## src/sv/cfr_pkg.sv

```systemverilog
package cfr_pkg;

    localparam logic [7:0] SYNC_HI_BYTE = 8'hA5;
    localparam logic [7:0] SYNC_LO_BYTE = 8'h5A;
    localparam logic [7:0] FUNC_BYTE    = 8'h80;

    localparam logic [7:0] DEST_RESET   = 8'h00;
    localparam logic [7:0] SRC_RESET    = 8'hFB;

    localparam int         CFG_IDX_W    = 8;
    localparam logic [CFG_IDX_W-1:0] CFG_DEST_ADDR = 8'd0;
    localparam logic [CFG_IDX_W-1:0] CFG_SRC_ADDR  = 8'd1;

    // crc-16/xmodem, polynomial 0x1021, four bits per step
    localparam logic [15:0] NIB_TABLE [16] = '{
        16'h0000, 16'h1021, 16'h2042, 16'h3063, 16'h4084, 16'h50A5, 16'h60C6, 16'h70E7,
        16'h8108, 16'h9129, 16'hA14A, 16'hB16B, 16'hC18C, 16'hD1AD, 16'hE1CE, 16'hF1EF
    };

    typedef enum logic [9:0] {
        SLOT_SYNC_HI = 10'b00_0000_0001,
        SLOT_SYNC_LO = 10'b00_0000_0010,
        SLOT_DEST    = 10'b00_0000_0100,
        SLOT_SRC     = 10'b00_0000_1000,
        SLOT_CMD     = 10'b00_0001_0000,
        SLOT_FUNC    = 10'b00_0010_0000,
        SLOT_LEN     = 10'b00_0100_0000,
        SLOT_BODY    = 10'b00_1000_0000,
        SLOT_CRC_HI  = 10'b01_0000_0000,
        SLOT_CRC_LO  = 10'b10_0000_0000
    } t_slot;

    typedef struct packed {
        logic       clear;
        logic       update;
        logic [7:0] data;
    } t_crc_ctrl;

    function automatic logic [15:0] crc_nibble(logic [15:0] crc, logic [3:0] nib);
        logic [3:0] idx;
        begin
            idx = crc[15:12] ^ nib;
            return {crc[11:0], 4'h0} ^ NIB_TABLE[idx];
        end
    endfunction

    function automatic logic [15:0] crc_byte(logic [15:0] crc, logic [7:0] data);
        return crc_nibble(crc_nibble(crc, data[7:4]), data[3:0]);
    endfunction

endpackage

```

## src/sv/cfr_if.sv

```systemverilog
interface cfr_cmd_if;
    logic       valid;
    logic       ready;
    logic [7:0] command_code;
    logic [7:0] length_byte;
    logic [7:0] body_byte;
    logic       body_valid;
    logic       frame_start;
    logic       frame_end;

    modport source (
        output valid, command_code, length_byte, body_byte, body_valid, frame_start,
               frame_end,
        input  ready
    );
    modport sink (
        input  valid, command_code, length_byte, body_byte, body_valid, frame_start,
               frame_end,
        output ready
    );
endinterface

interface cfr_frame_if;
    logic       valid;
    logic       ready;
    logic [7:0] frame_byte;
    logic       frame_last;

    modport source (output valid, frame_byte, frame_last, input ready);
    modport sink (input valid, frame_byte, frame_last, output ready);
endinterface

interface cfr_cfg_if
    import cfr_pkg::*;
();
    logic                 valid;
    logic                 ready;
    logic [CFG_IDX_W-1:0] reg_index;
    logic [7:0]           wr_data;

    modport source (output valid, reg_index, wr_data, input ready);
    modport sink (input valid, reg_index, wr_data, output ready);
endinterface

```

## src/sv/cfr_crc.sv

```systemverilog
module cfr_crc
    import cfr_pkg::*;
(
    input  logic        i_clk,
    input  logic        i_rst_n,
    input  t_crc_ctrl   i_ctrl,
    output logic [15:0] o_crc
);

    logic [15:0] r_crc;
    logic [15:0] n_crc;

    always_comb begin
        n_crc = r_crc;
        if (i_ctrl.clear) begin
            n_crc = 16'h0000;
        end else if (i_ctrl.update) begin
            n_crc = crc_byte(r_crc, i_ctrl.data);
        end
    end

    always_ff @(posedge i_clk) begin
        if (!i_rst_n) begin
            r_crc <= 16'h0000;
        end else begin
            r_crc <= n_crc;
        end
    end

    assign o_crc = r_crc;

endmodule

```

## src/sv/crc16_command_framer_core.sv

```systemverilog
// command frame builder with running crc-16/xmodem
// i_cmd carries one item per transaction; a start item yields the sync pair,
// destination, source, command, function code 0x80 and length; a body item
// adds one body byte; an end item appends the crc, high byte first, with
// frame_last on the low byte. the crc covers destination through last body byte
// i_cfg writes the destination (index 0) and source (index 1) address
// registers and is always ready; other indexes are ignored
// o_frame carries one frame byte per transaction from an output register
// an item's first byte passes the input register, then the output register
// throughput: one output byte per cycle while o_frame is ready; an item yields
// 1 byte for a body item, up to 10 for start+body+end; an item yielding no byte
// is retired without output. the single output byte lane sets this rate
// when o_frame stalls, the output register and the held item stay put and
// i_cmd deasserts ready until the item's last byte moves into the output register
// reset (synchronous, active low) empties both stages, clears the crc and
// sets destination 0x00 and source 0xFB
module crc16_command_framer_core
    import cfr_pkg::*;
(
    input  logic          i_clk,
    input  logic          i_rst_n,
    cfr_cmd_if.sink       i_cmd,
    cfr_cfg_if.sink       i_cfg,
    cfr_frame_if.source   o_frame
);

    logic        r_in_valid;
    logic [7:0]  r_cmd;
    logic [7:0]  r_len;
    logic [7:0]  r_body;
    logic        r_body_valid;
    logic        r_end;
    logic        r_idle_item;
    t_slot       r_slot;
    t_slot       n_slot;
    logic        slot_last;

    logic [7:0]  r_dest;
    logic [7:0]  r_src;

    logic        r_out_valid;
    logic [7:0]  r_out_byte;
    logic        r_out_last;

    logic        out_free;
    logic        out_load;
    logic        item_done;
    logic        in_accept;
    logic [7:0]  slot_byte;
    logic [15:0] crc;
    t_crc_ctrl   crc_ctrl;
    t_slot       first_slot;

    // configuration
    assign i_cfg.ready = 1'b1;

    always_ff @(posedge i_clk) begin
        if (!i_rst_n) begin
            r_dest <= DEST_RESET;
            r_src  <= SRC_RESET;
        end else if (i_cfg.valid) begin
            if (i_cfg.reg_index == CFG_DEST_ADDR) begin
                r_dest <= i_cfg.wr_data;
            end else if (i_cfg.reg_index == CFG_SRC_ADDR) begin
                r_src <= i_cfg.wr_data;
            end
        end
    end

    // slot sequencing
    always_comb begin
        n_slot    = r_slot;
        slot_last = 1'b0;
        case (r_slot)
            SLOT_SYNC_HI: n_slot = SLOT_SYNC_LO;
            SLOT_SYNC_LO: n_slot = SLOT_DEST;
            SLOT_DEST:    n_slot = SLOT_SRC;
            SLOT_SRC:     n_slot = SLOT_CMD;
            SLOT_CMD:     n_slot = SLOT_FUNC;
            SLOT_FUNC:    n_slot = SLOT_LEN;
            SLOT_LEN: begin
                if (r_body_valid) begin
                    n_slot = SLOT_BODY;
                end else if (r_end) begin
                    n_slot = SLOT_CRC_HI;
                end else begin
                    slot_last = 1'b1;
                end
            end
            SLOT_BODY: begin
                if (r_end) begin
                    n_slot = SLOT_CRC_HI;
                end else begin
                    slot_last = 1'b1;
                end
            end
            SLOT_CRC_HI:  n_slot = SLOT_CRC_LO;
            SLOT_CRC_LO:  slot_last = 1'b1;
            default:      slot_last = 1'b1;
        endcase
    end

    always_comb begin
        if (i_cmd.frame_start) begin
            first_slot = SLOT_SYNC_HI;
        end else if (i_cmd.body_valid) begin
            first_slot = SLOT_BODY;
        end else begin
            first_slot = SLOT_CRC_HI;
        end
    end

    always_comb begin
        case (r_slot)
            SLOT_SYNC_HI: slot_byte = SYNC_HI_BYTE;
            SLOT_SYNC_LO: slot_byte = SYNC_LO_BYTE;
            SLOT_DEST:    slot_byte = r_dest;
            SLOT_SRC:     slot_byte = r_src;
            SLOT_CMD:     slot_byte = r_cmd;
            SLOT_FUNC:    slot_byte = FUNC_BYTE;
            SLOT_LEN:     slot_byte = r_len;
            SLOT_BODY:    slot_byte = r_body;
            SLOT_CRC_HI:  slot_byte = crc[15:8];
            SLOT_CRC_LO:  slot_byte = crc[7:0];
            default:      slot_byte = 8'h00;
        endcase
    end

    assign out_free  = !r_out_valid || o_frame.ready;
    assign out_load  = r_in_valid && !r_idle_item && out_free;
    assign item_done = r_in_valid && (r_idle_item || (out_free && slot_last));
    assign i_cmd.ready = !r_in_valid || item_done;
    assign in_accept = i_cmd.valid && i_cmd.ready;

    // crc covers destination through body
    always_comb begin
        crc_ctrl.clear  = out_load && (r_slot == SLOT_SYNC_HI);
        crc_ctrl.update = out_load && ((r_slot == SLOT_DEST) || (r_slot == SLOT_SRC) ||
                          (r_slot == SLOT_CMD) || (r_slot == SLOT_FUNC) ||
                          (r_slot == SLOT_LEN) || (r_slot == SLOT_BODY));
        crc_ctrl.data   = slot_byte;
    end

    cfr_crc u_crc (
        .i_clk   (i_clk),
        .i_rst_n (i_rst_n),
        .i_ctrl  (crc_ctrl),
        .o_crc   (crc)
    );

    // input register
    always_ff @(posedge i_clk) begin
        if (!i_rst_n) begin
            r_in_valid <= 1'b0;
            r_slot     <= SLOT_SYNC_HI;
        end else if (in_accept) begin
            r_in_valid <= 1'b1;
            r_slot     <= first_slot;
        end else if (item_done) begin
            r_in_valid <= 1'b0;
        end else if (out_load) begin
            r_slot <= n_slot;
        end
    end

    always_ff @(posedge i_clk) begin
        if (in_accept) begin
            r_cmd        <= i_cmd.command_code;
            r_len        <= i_cmd.length_byte;
            r_body       <= i_cmd.body_byte;
            r_body_valid <= i_cmd.body_valid;
            r_end        <= i_cmd.frame_end;
            r_idle_item  <= !(i_cmd.frame_start || i_cmd.body_valid || i_cmd.frame_end);
        end
    end

    // output register
    always_ff @(posedge i_clk) begin
        if (!i_rst_n) begin
            r_out_valid <= 1'b0;
        end else if (out_load) begin
            r_out_valid <= 1'b1;
        end else if (o_frame.ready) begin
            r_out_valid <= 1'b0;
        end
    end

    always_ff @(posedge i_clk) begin
        if (out_load) begin
            r_out_byte <= slot_byte;
            r_out_last <= (r_slot == SLOT_CRC_LO);
        end
    end

    assign o_frame.valid      = r_out_valid;
    assign o_frame.frame_byte = r_out_byte;
    assign o_frame.frame_last = r_out_last;

    a_slot_onehot: assert property (@(posedge i_clk) disable iff (!i_rst_n)
        r_in_valid |-> $onehot(r_slot))
        else $error("slot register not one-hot");

    a_crc_cleared: assert property (@(posedge i_clk) disable iff (!i_rst_n)
        (out_load && r_slot == SLOT_SYNC_HI) |=> (crc == 16'h0000))
        else $error("crc not cleared by frame start");

    a_crc_held: assert property (@(posedge i_clk) disable iff (!i_rst_n)
        (out_load && (r_slot == SLOT_CRC_HI || r_slot == SLOT_CRC_LO)) |=> $stable(crc))
        else $error("crc changed while being sent");

    a_last_on_crc_lo: assert property (@(posedge i_clk) disable iff (!i_rst_n)
        (out_load && r_slot != SLOT_CRC_LO) |=> !r_out_last)
        else $error("frame_last on a byte other than crc low");

endmodule

```

## src/flat_wrapper.sv

```systemverilog
// flat-port wrapper written by rule: the top's interface ports become plain ports
module crc16_command_framer_core_flat import cfr_pkg::*;
  (i_clk, i_rst_n, i_cmd_valid, i_cmd_command_code, i_cmd_length_byte, i_cmd_body_byte, i_cmd_body_valid, i_cmd_frame_start, i_cmd_frame_end, i_cmd_ready, i_cfg_valid, i_cfg_reg_index, i_cfg_wr_data, i_cfg_ready, o_frame_valid, o_frame_frame_byte, o_frame_frame_last, o_frame_ready);
  cfr_cmd_if i_cmd_i ();
  cfr_cfg_if i_cfg_i ();
  cfr_frame_if o_frame_i ();
  input  logic i_clk;
  input  logic i_rst_n;
  input wire logic [$bits(i_cmd_i.valid)-1:0] i_cmd_valid;
  input wire logic [$bits(i_cmd_i.command_code)-1:0] i_cmd_command_code;
  input wire logic [$bits(i_cmd_i.length_byte)-1:0] i_cmd_length_byte;
  input wire logic [$bits(i_cmd_i.body_byte)-1:0] i_cmd_body_byte;
  input wire logic [$bits(i_cmd_i.body_valid)-1:0] i_cmd_body_valid;
  input wire logic [$bits(i_cmd_i.frame_start)-1:0] i_cmd_frame_start;
  input wire logic [$bits(i_cmd_i.frame_end)-1:0] i_cmd_frame_end;
  output wire logic [$bits(i_cmd_i.ready)-1:0] i_cmd_ready;
  input wire logic [$bits(i_cfg_i.valid)-1:0] i_cfg_valid;
  input wire logic [$bits(i_cfg_i.reg_index)-1:0] i_cfg_reg_index;
  input wire logic [$bits(i_cfg_i.wr_data)-1:0] i_cfg_wr_data;
  output wire logic [$bits(i_cfg_i.ready)-1:0] i_cfg_ready;
  output wire logic [$bits(o_frame_i.valid)-1:0] o_frame_valid;
  output wire logic [$bits(o_frame_i.frame_byte)-1:0] o_frame_frame_byte;
  output wire logic [$bits(o_frame_i.frame_last)-1:0] o_frame_frame_last;
  input wire logic [$bits(o_frame_i.ready)-1:0] o_frame_ready;
  assign i_cmd_i.valid = i_cmd_valid;
  assign i_cmd_i.command_code = i_cmd_command_code;
  assign i_cmd_i.length_byte = i_cmd_length_byte;
  assign i_cmd_i.body_byte = i_cmd_body_byte;
  assign i_cmd_i.body_valid = i_cmd_body_valid;
  assign i_cmd_i.frame_start = i_cmd_frame_start;
  assign i_cmd_i.frame_end = i_cmd_frame_end;
  assign i_cmd_ready = i_cmd_i.ready;
  assign i_cfg_i.valid = i_cfg_valid;
  assign i_cfg_i.reg_index = i_cfg_reg_index;
  assign i_cfg_i.wr_data = i_cfg_wr_data;
  assign i_cfg_ready = i_cfg_i.ready;
  assign o_frame_valid = o_frame_i.valid;
  assign o_frame_frame_byte = o_frame_i.frame_byte;
  assign o_frame_frame_last = o_frame_i.frame_last;
  assign o_frame_i.ready = o_frame_ready;
  crc16_command_framer_core u_core (.i_clk(i_clk), .i_rst_n(i_rst_n), .i_cmd(i_cmd_i), .i_cfg(i_cfg_i), .o_frame(o_frame_i));
endmodule
```

## config.mk

```make
export PLATFORM = sky130hd
export DESIGN_NAME = crc16_command_framer_core_flat
export DESIGN_NICKNAME = d
export VERILOG_FILES = /design/src/sv/cfr_pkg.sv /design/src/sv/cfr_if.sv /design/src/sv/cfr_crc.sv /design/src/sv/crc16_command_framer_core.sv /design/src/flat_wrapper.sv
export SDC_FILE = /design/constraint.sdc
export NUM_CORES = 1
export LEC_CHECK = 0
export BUFFER_PORTS_ARGS = -buffer_cell sky130_fd_sc_hd__buf_2
export CAP_MARGIN = 20
export CORE_UTILIZATION = 42
export DETAILED_ROUTE_END_ITERATION = 8
export PLACE_DENSITY = 0.6
export RECOVER_POWER = 25
export SYNTH_ARGS = -nofsm -noshare
export SYNTH_HDL_FRONTEND = slang
export SYNTH_SLANG_ARGS = --single-unit
```

## constraint.sdc

```tcl
create_clock -name i_clk -period 10.54 [get_ports i_clk]
set_clock_uncertainty 0.05 [all_clocks]
set_input_delay 0.527 -clock i_clk [delete_from_list [all_inputs] [get_ports i_clk]]
set_output_delay 0.527 -clock i_clk [all_outputs]
set_load 0.1 [all_outputs]
```

# --- Word level (Yosys, flattened, before mapping) ---
# Memory sizes are Yosys's and may differ from the RTL's.
# Cells that the tools add are included.
word_totals:
  rom_bits: 512
  input_bits: 48
  regBits: 80
  mem_count: 2
  output_inout_bits: 12
  wordCells: 89
mem_list:
  columns: ["memory", "depth", "width", "read_ports", "rd_ports_with_merged_regs", "write_ports", "line", "source"]
  rows:
  - ["(name not given)", 16, 16, 1, 0, 0, "cfr_pkg.sv:43", "return {crc[11:0], 4'h0} ^ NIB_TABLE[idx];"]
  - ["(name not given)", 16, 16, 1, 0, 0, "cfr_pkg.sv:43", null]
op_classes:
  muxes: 20
  n_lt_le_gt_ge: 2
  eq_ne: 12
  reduce_logical: 31
  n_bitwise: 8
op_table:
  columns: ["op", "n"]
  rows:
  - ["10-bit case mux with 9 select lines", 1]
  - ["8-bit case mux with 10 select lines", 1]
  - ["16-bit two-way mux", 4]
  - ["10-bit two-way mux", 6]
  - ["16-bit bitwise XOR", 2]
  - ["10-bit by 1-bit == test with 1-bit output, second input constant", 1]
  - ["10-bit == test, second input constant", 1]
  - ["10-bit by 2-bit == test with 1-bit output, second input constant", 1]
  - ["10-bit by 3-bit == test with 1-bit output, second input constant", 1]
  - ["10-bit by 4-bit == test with 1-bit output, second input constant", 1]
  - ["10-bit by 5-bit == test with 1-bit output, second input constant", 1]
  - ["10-bit by 6-bit == test with 1-bit output, second input constant", 1]
  - ["10-bit by 7-bit == test with 1-bit output, second input constant", 1]
  - ["10-bit by 8-bit == test with 1-bit output, second input constant", 1]
  - ["10-bit by 9-bit == test with 1-bit output, second input constant", 1]
  - ["5-bit >= comparator, second input constant", 2]
  - ["1-bit logical OR", 10]
  - ["4-bit NOT with 5-bit output", 2]
  - ["10-bit nonzero test", 1]
  - ["9-bit two-way mux", 1]
  - ["8-bit by 1-bit == test with 1-bit output, second input constant", 1]
  - ["8-bit logical NOT", 1]
  - ["4-bit bitwise XOR", 2]
  - ["1-bit logical AND", 7]
  - ["other kinds (10)", 22]

# --- Depth between registers and ports, before layout ---
logic_depth:
  word_depth: 14
  mapped_depth: 10
  ltp_nobuf: 7

# --- By module ---
# Synthesis repeated with hierarchy kept, for this count alone.
hier_totals:
  hier_cells: 336
  hier_area_um2: 3940.0
by_module_without_submodules:
  columns: ["module", "cells_each", "area_each_um2", "n_inst"]
  rows:
  - ["crc16_command_framer_core", 257, 2971.6, 1]
  - ["cfr_crc", 79, 968.4, 1]

# --- Worst setup path before layout ---
# No wires, ideal clock.
synth_timing:
  kind: "register to output"
  from: "reg u_core.r_slot[3]"
  to: "out i_cmd_ready"
  path_slack_ns: 6.337
  n_path_buf: 2
  path_stages_with_launch: 8
  arrival_time_ns: 3.626
  required_ns: 9.963
  path_cell_list: "dfxtp_1 buf_2 buf_2 o21ai_0 o21a_1 a211oi_2 a31oi_1 o21ai_0"
synth_between:
  elab_chain_len: 7
  word_cells_on_any_way: 15
  cone_classes: "9 x eq/ne; 1 x mux; 5 x reduce/logical"
synth_rtl:
  columns: ["element", "line", "source"]
  rows:
  - ["start: declaration", "crc16_command_framer_core.sv:34", "t_slot r_slot;"]
  - ["start signal: assignment", "crc16_command_framer_core.sv:158", "r_slot <= first_slot;"]
  - ["start signal: assignment", "crc16_command_framer_core.sv:162", "r_slot <= n_slot;"]
  - ["10-bit by 2-bit == test with 1-bit output (tied with other cells)", "crc16_command_framer_core.sv:74", "case (r_slot)"]
  - ["7-bit OR reduction (no source line)", null, null]
  - ["1-bit case mux with 3 select lines (*)", "crc16_command_framer_core.sv:74", null]
  - ["1-bit logical AND (*)", "crc16_command_framer_core.sv:131", "assign item_done = r_in_valid && (r_idle_item || (out_free && slot_last));"]
  - ["1-bit logical OR (*)", "crc16_command_framer_core.sv:131", null]
  - ["1-bit logical AND (*)", "crc16_command_framer_core.sv:131", null]
  - ["1-bit logical OR (*)", "crc16_command_framer_core.sv:132", "assign i_cmd.ready = !r_in_valid || item_done;"]
  - ["end: declaration", "flat_wrapper.sv:16", "output wire logic [$bits(i_cmd_i.ready)-1:0] i_cmd_ready;"]
# Every way passes the cells marked *; elsewhere a longest branch is shown, timed or not.

# --- Final worst setup path ---
layout_timing:
  from: "reg u_core.r_slot[7]"
  to: "out i_cmd_ready"
# The elaborated chain is that of the path after synthesis.

==> impl_metrics.yaml <==
placed_design:
  port_buffers: 58
  hpwlAfterDp_um: 8580
  dp.cells: 619
  placed_area_mm2: 0.00484
  gp_congestion: 0.867
yosys:
  netlist_instances: 451
  synth-seq-area-share_pct: 43.5
  synthFlopType: "dfxtp_1"
  synth_cell_types: 78
  yosysTopAreaCell: "edfxtp_1"
  synth_top_area_share_pct: 24.0
  synthArstFlopShare_pct: 0
  synth_area_mm2: 0.00451
  synth-seq-cells: 80
  synth.area.top_cells: "edfxtp_1, dfxtp_1, nand3b_1, nand2_1, mux2i_1"
  syn-num-nets: 499
  avgSynthCellArea_um2: 10.0
  synth-edff-count: 36
  yosys_warnings: 0
die:
  die_area_mm2: 0.0112
  ios: 60
  std_cell_rows: 37
  fp.dieH_um: 106
  coreArea_mm2: 0.0104
  floorplan.initialDensity_pct: 43.5
  die_w_um: 106
drt:
  initialDrtViolationCount: 277
  drc: 0
  avgViaCountPerCell: 5.90
  routed_wl_um: 11800
  dr.pass1.iters: 4
  vias: 3747
  drt-wirelength-per-cell_um: 18.5
  antenna_left: 0
pwr:
  p_switching_mw: 0.196
  p_leak_nw: 1.88
  ir_worst_vdd_uv: 66.2
  p_sw_share_pct: 27.9
  power_density_mw_per_mm2: 139
  p_seq_share_pct: 49.1
  p_clk_share_pct: 35.7
  combPwrFrac_pct: 15.2
  p_int_mw: 0.508
  finalPower_mw: 0.705
global_route:
  grt.total_usage_pct: 22.1
  antenna_found_initial: 0
  grt_max_degree: 25
  overflow: 0
  grt_pass1_wl_um: 18600
  grt_pass1_vias: 3411
layout:
  drive_above_1_share_pct: 19.6
  design_area_mm2: 0.00505
  nets: 542
  areaGrowthSynthToFinish_pct: 12.0
  mostFrequentLayoutCells: "buf_2, dfxtp_1, nand2_1"
  final_util_pct: 48.7
  final_common_cell: "buf_2"
  fin_cells: 635
  diodes: 0
flow_run:
  drv_cap: 0
worst_setup_path:
  crit_chain: "nor4_1, and3_1, a211oi_2, a31oi_1, o21ai_0, buf_2"
  slowest_stage: "dfxtp_1"
  crit_family: "compound AO/OA/AOI/OAI gates"
  path_class: "flop to primary output"
  cp_num_buf_inv: 1
  critPathMaxFanout: 20
  startpoint_type: "flop"
  cpPeakStageDelay_ns: 0.84
  required_ns: 9.96
  cp-end-kind: "primary output"
  arrival_ns: 3.07
clock_network:
  post_cts_buffers: 0
  clock-sinks: 80
  cts_root_buf: "clkbuf_8"
  cts_tree: "done"
  htree_levels: 3
  insertion_delay_ns: 0.36
  cts.repair.resized: 0
  path_clk_slew_ns: 0.09
  cts_hold_buf: 0
  cts_buffers: 9
  ctsLongestPathBuffers: 2
sta:
  grt_setup_unrepaired: "no"
  tightest_slew_ns: 1.08
  finalSetupViolCount: 0
  relSlewSlack_pct: 27.8
  finalCriticalPeriod_ns: 3.64
  fin_crit_sh_pct: 34.6
  final_max_slew_viol_count: 0
  hold_violations: 0
  timing.fmax_mhz: 274
  setup_tns_ns: 0
status:
  status: "finished clean"
min_path:
  hp-class: "input pin to flop"
layer usage:
metal  routed length [µm]  share of wire, %  track usage [%]  vias up
met4                  314               2.7             8.83        0
met5                    0                 0                0        -
li1                     -                 -                -     1817
met2                 5160                44             32.8      136
met3                  620               5.3             4.21       20
met1                 5660                48             31.5     1774
cells by family after synthesis:
kind of cell              share of synthesized area (%)
xor gates and xnor gates                           2.27
DFF                                                43.5
other                                            0.0831
and+or+nand+nor                                    26.5
muxes                                              3.55
buffers and inverters                              4.08
AOI/OAI and AO/OA                                  20.1
synth_stat cells (all sizes together), types with 3 or more instances:
library cell	n
inv	4
nor2	19
dfxtp	44
nand3	15
nor3	15
xnor2	3
a211oi	15
or3	7
xnor3	3
o21a	5
edfxtp	36
or4	7
nor4bb	4
nor4	10
nand2b	4
a21oi	24
a21boi	7
nor2b	17
mux2i	16
buf	21
a211o	11
a221o	3
and3	5
o21ba	3
and2	5
o211ai	7
and3b	4
nand2	43
clkbuf	9
o21ai	14
nand4	7
nand3b	25
a22o	3
worst register-to-register path, delay by kind of cell, from the launching register on:
family	cells	cell delay, ns
AOI/OAI and AO/OA	4	1.18
and+or+nand+nor	3	0.84
DFF	1	0.84
buffers and inverters	1	0.39
final timing paths:
path                    startpoint               endpoint  slack, ns  cells past startpoint
max               u_core.r_slot[7]            i_cmd_ready       6.90                      6
min           i_cmd_length_byte[0]        u_core.r_len[0]       0.29                      1
max reg2reg       u_core.r_slot[7]       u_core.r_slot[1]       7.11                      8
min reg2reg  u_core.u_crc.o_crc[9]  u_core.u_crc.o_crc[9]       0.44                      2
metrics by stage:
| step | hold slack (ns) | worst slack (ns) |
|---|---|---|
| 6_report | 0.285 | 6.90 |
| 5_1_grt | 0.260 | 6.61 |
| 4_1_cts | 0.274 | 6.94 |
| 3_5_place_dp | 0.422 | 7.14 |
| 3_3_place_gp | 0.407 | 7.25 |
| 2_1_floorplan | 0.386 | 6.34 |
state kept, by name, summed over array words and instances (netlist names):
register,count
u_core.o_frame.frame_byte,8
u_core.o_frame.frame_last,1
u_core.o_frame.valid,1
u_core.r_body,8
u_core.r_body_valid,1
u_core.r_cmd,8
u_core.r_dest,8
u_core.r_end,1
u_core.r_idle_item,1
u_core.r_in_valid,1
u_core.r_len,8
u_core.r_slot,10
u_core.r_src,8
u_core.u_crc.o_crc,16
power by group through the flow:
stage	registers, mW	clock network (mW)	logic, mW
6_report	0.346	0.252	0.107
5_1_grt	0.347	0.272	0.116
4_1_cts	0.346	0.257	0.107
3_5_place_dp	0.353	0	0.107
3_3_place_gp	0.353	0	0.105
2_1_floorplan	0.361	0	0.0688
cell type report:
class | count | area, µm²
Fill cell | 1002 | 5320
Tap cell | 136 | 170
Inverter | 4 | 15.0
Clock inverter | 7 | 96.3
Clock buffer | 9 | 124
Sequential cell | 80 | 1960
Timing Repair Buffer | 62 | 313
Multi-Input combinational cell | 337 | 2370
(Power assumes the default switching activity.)
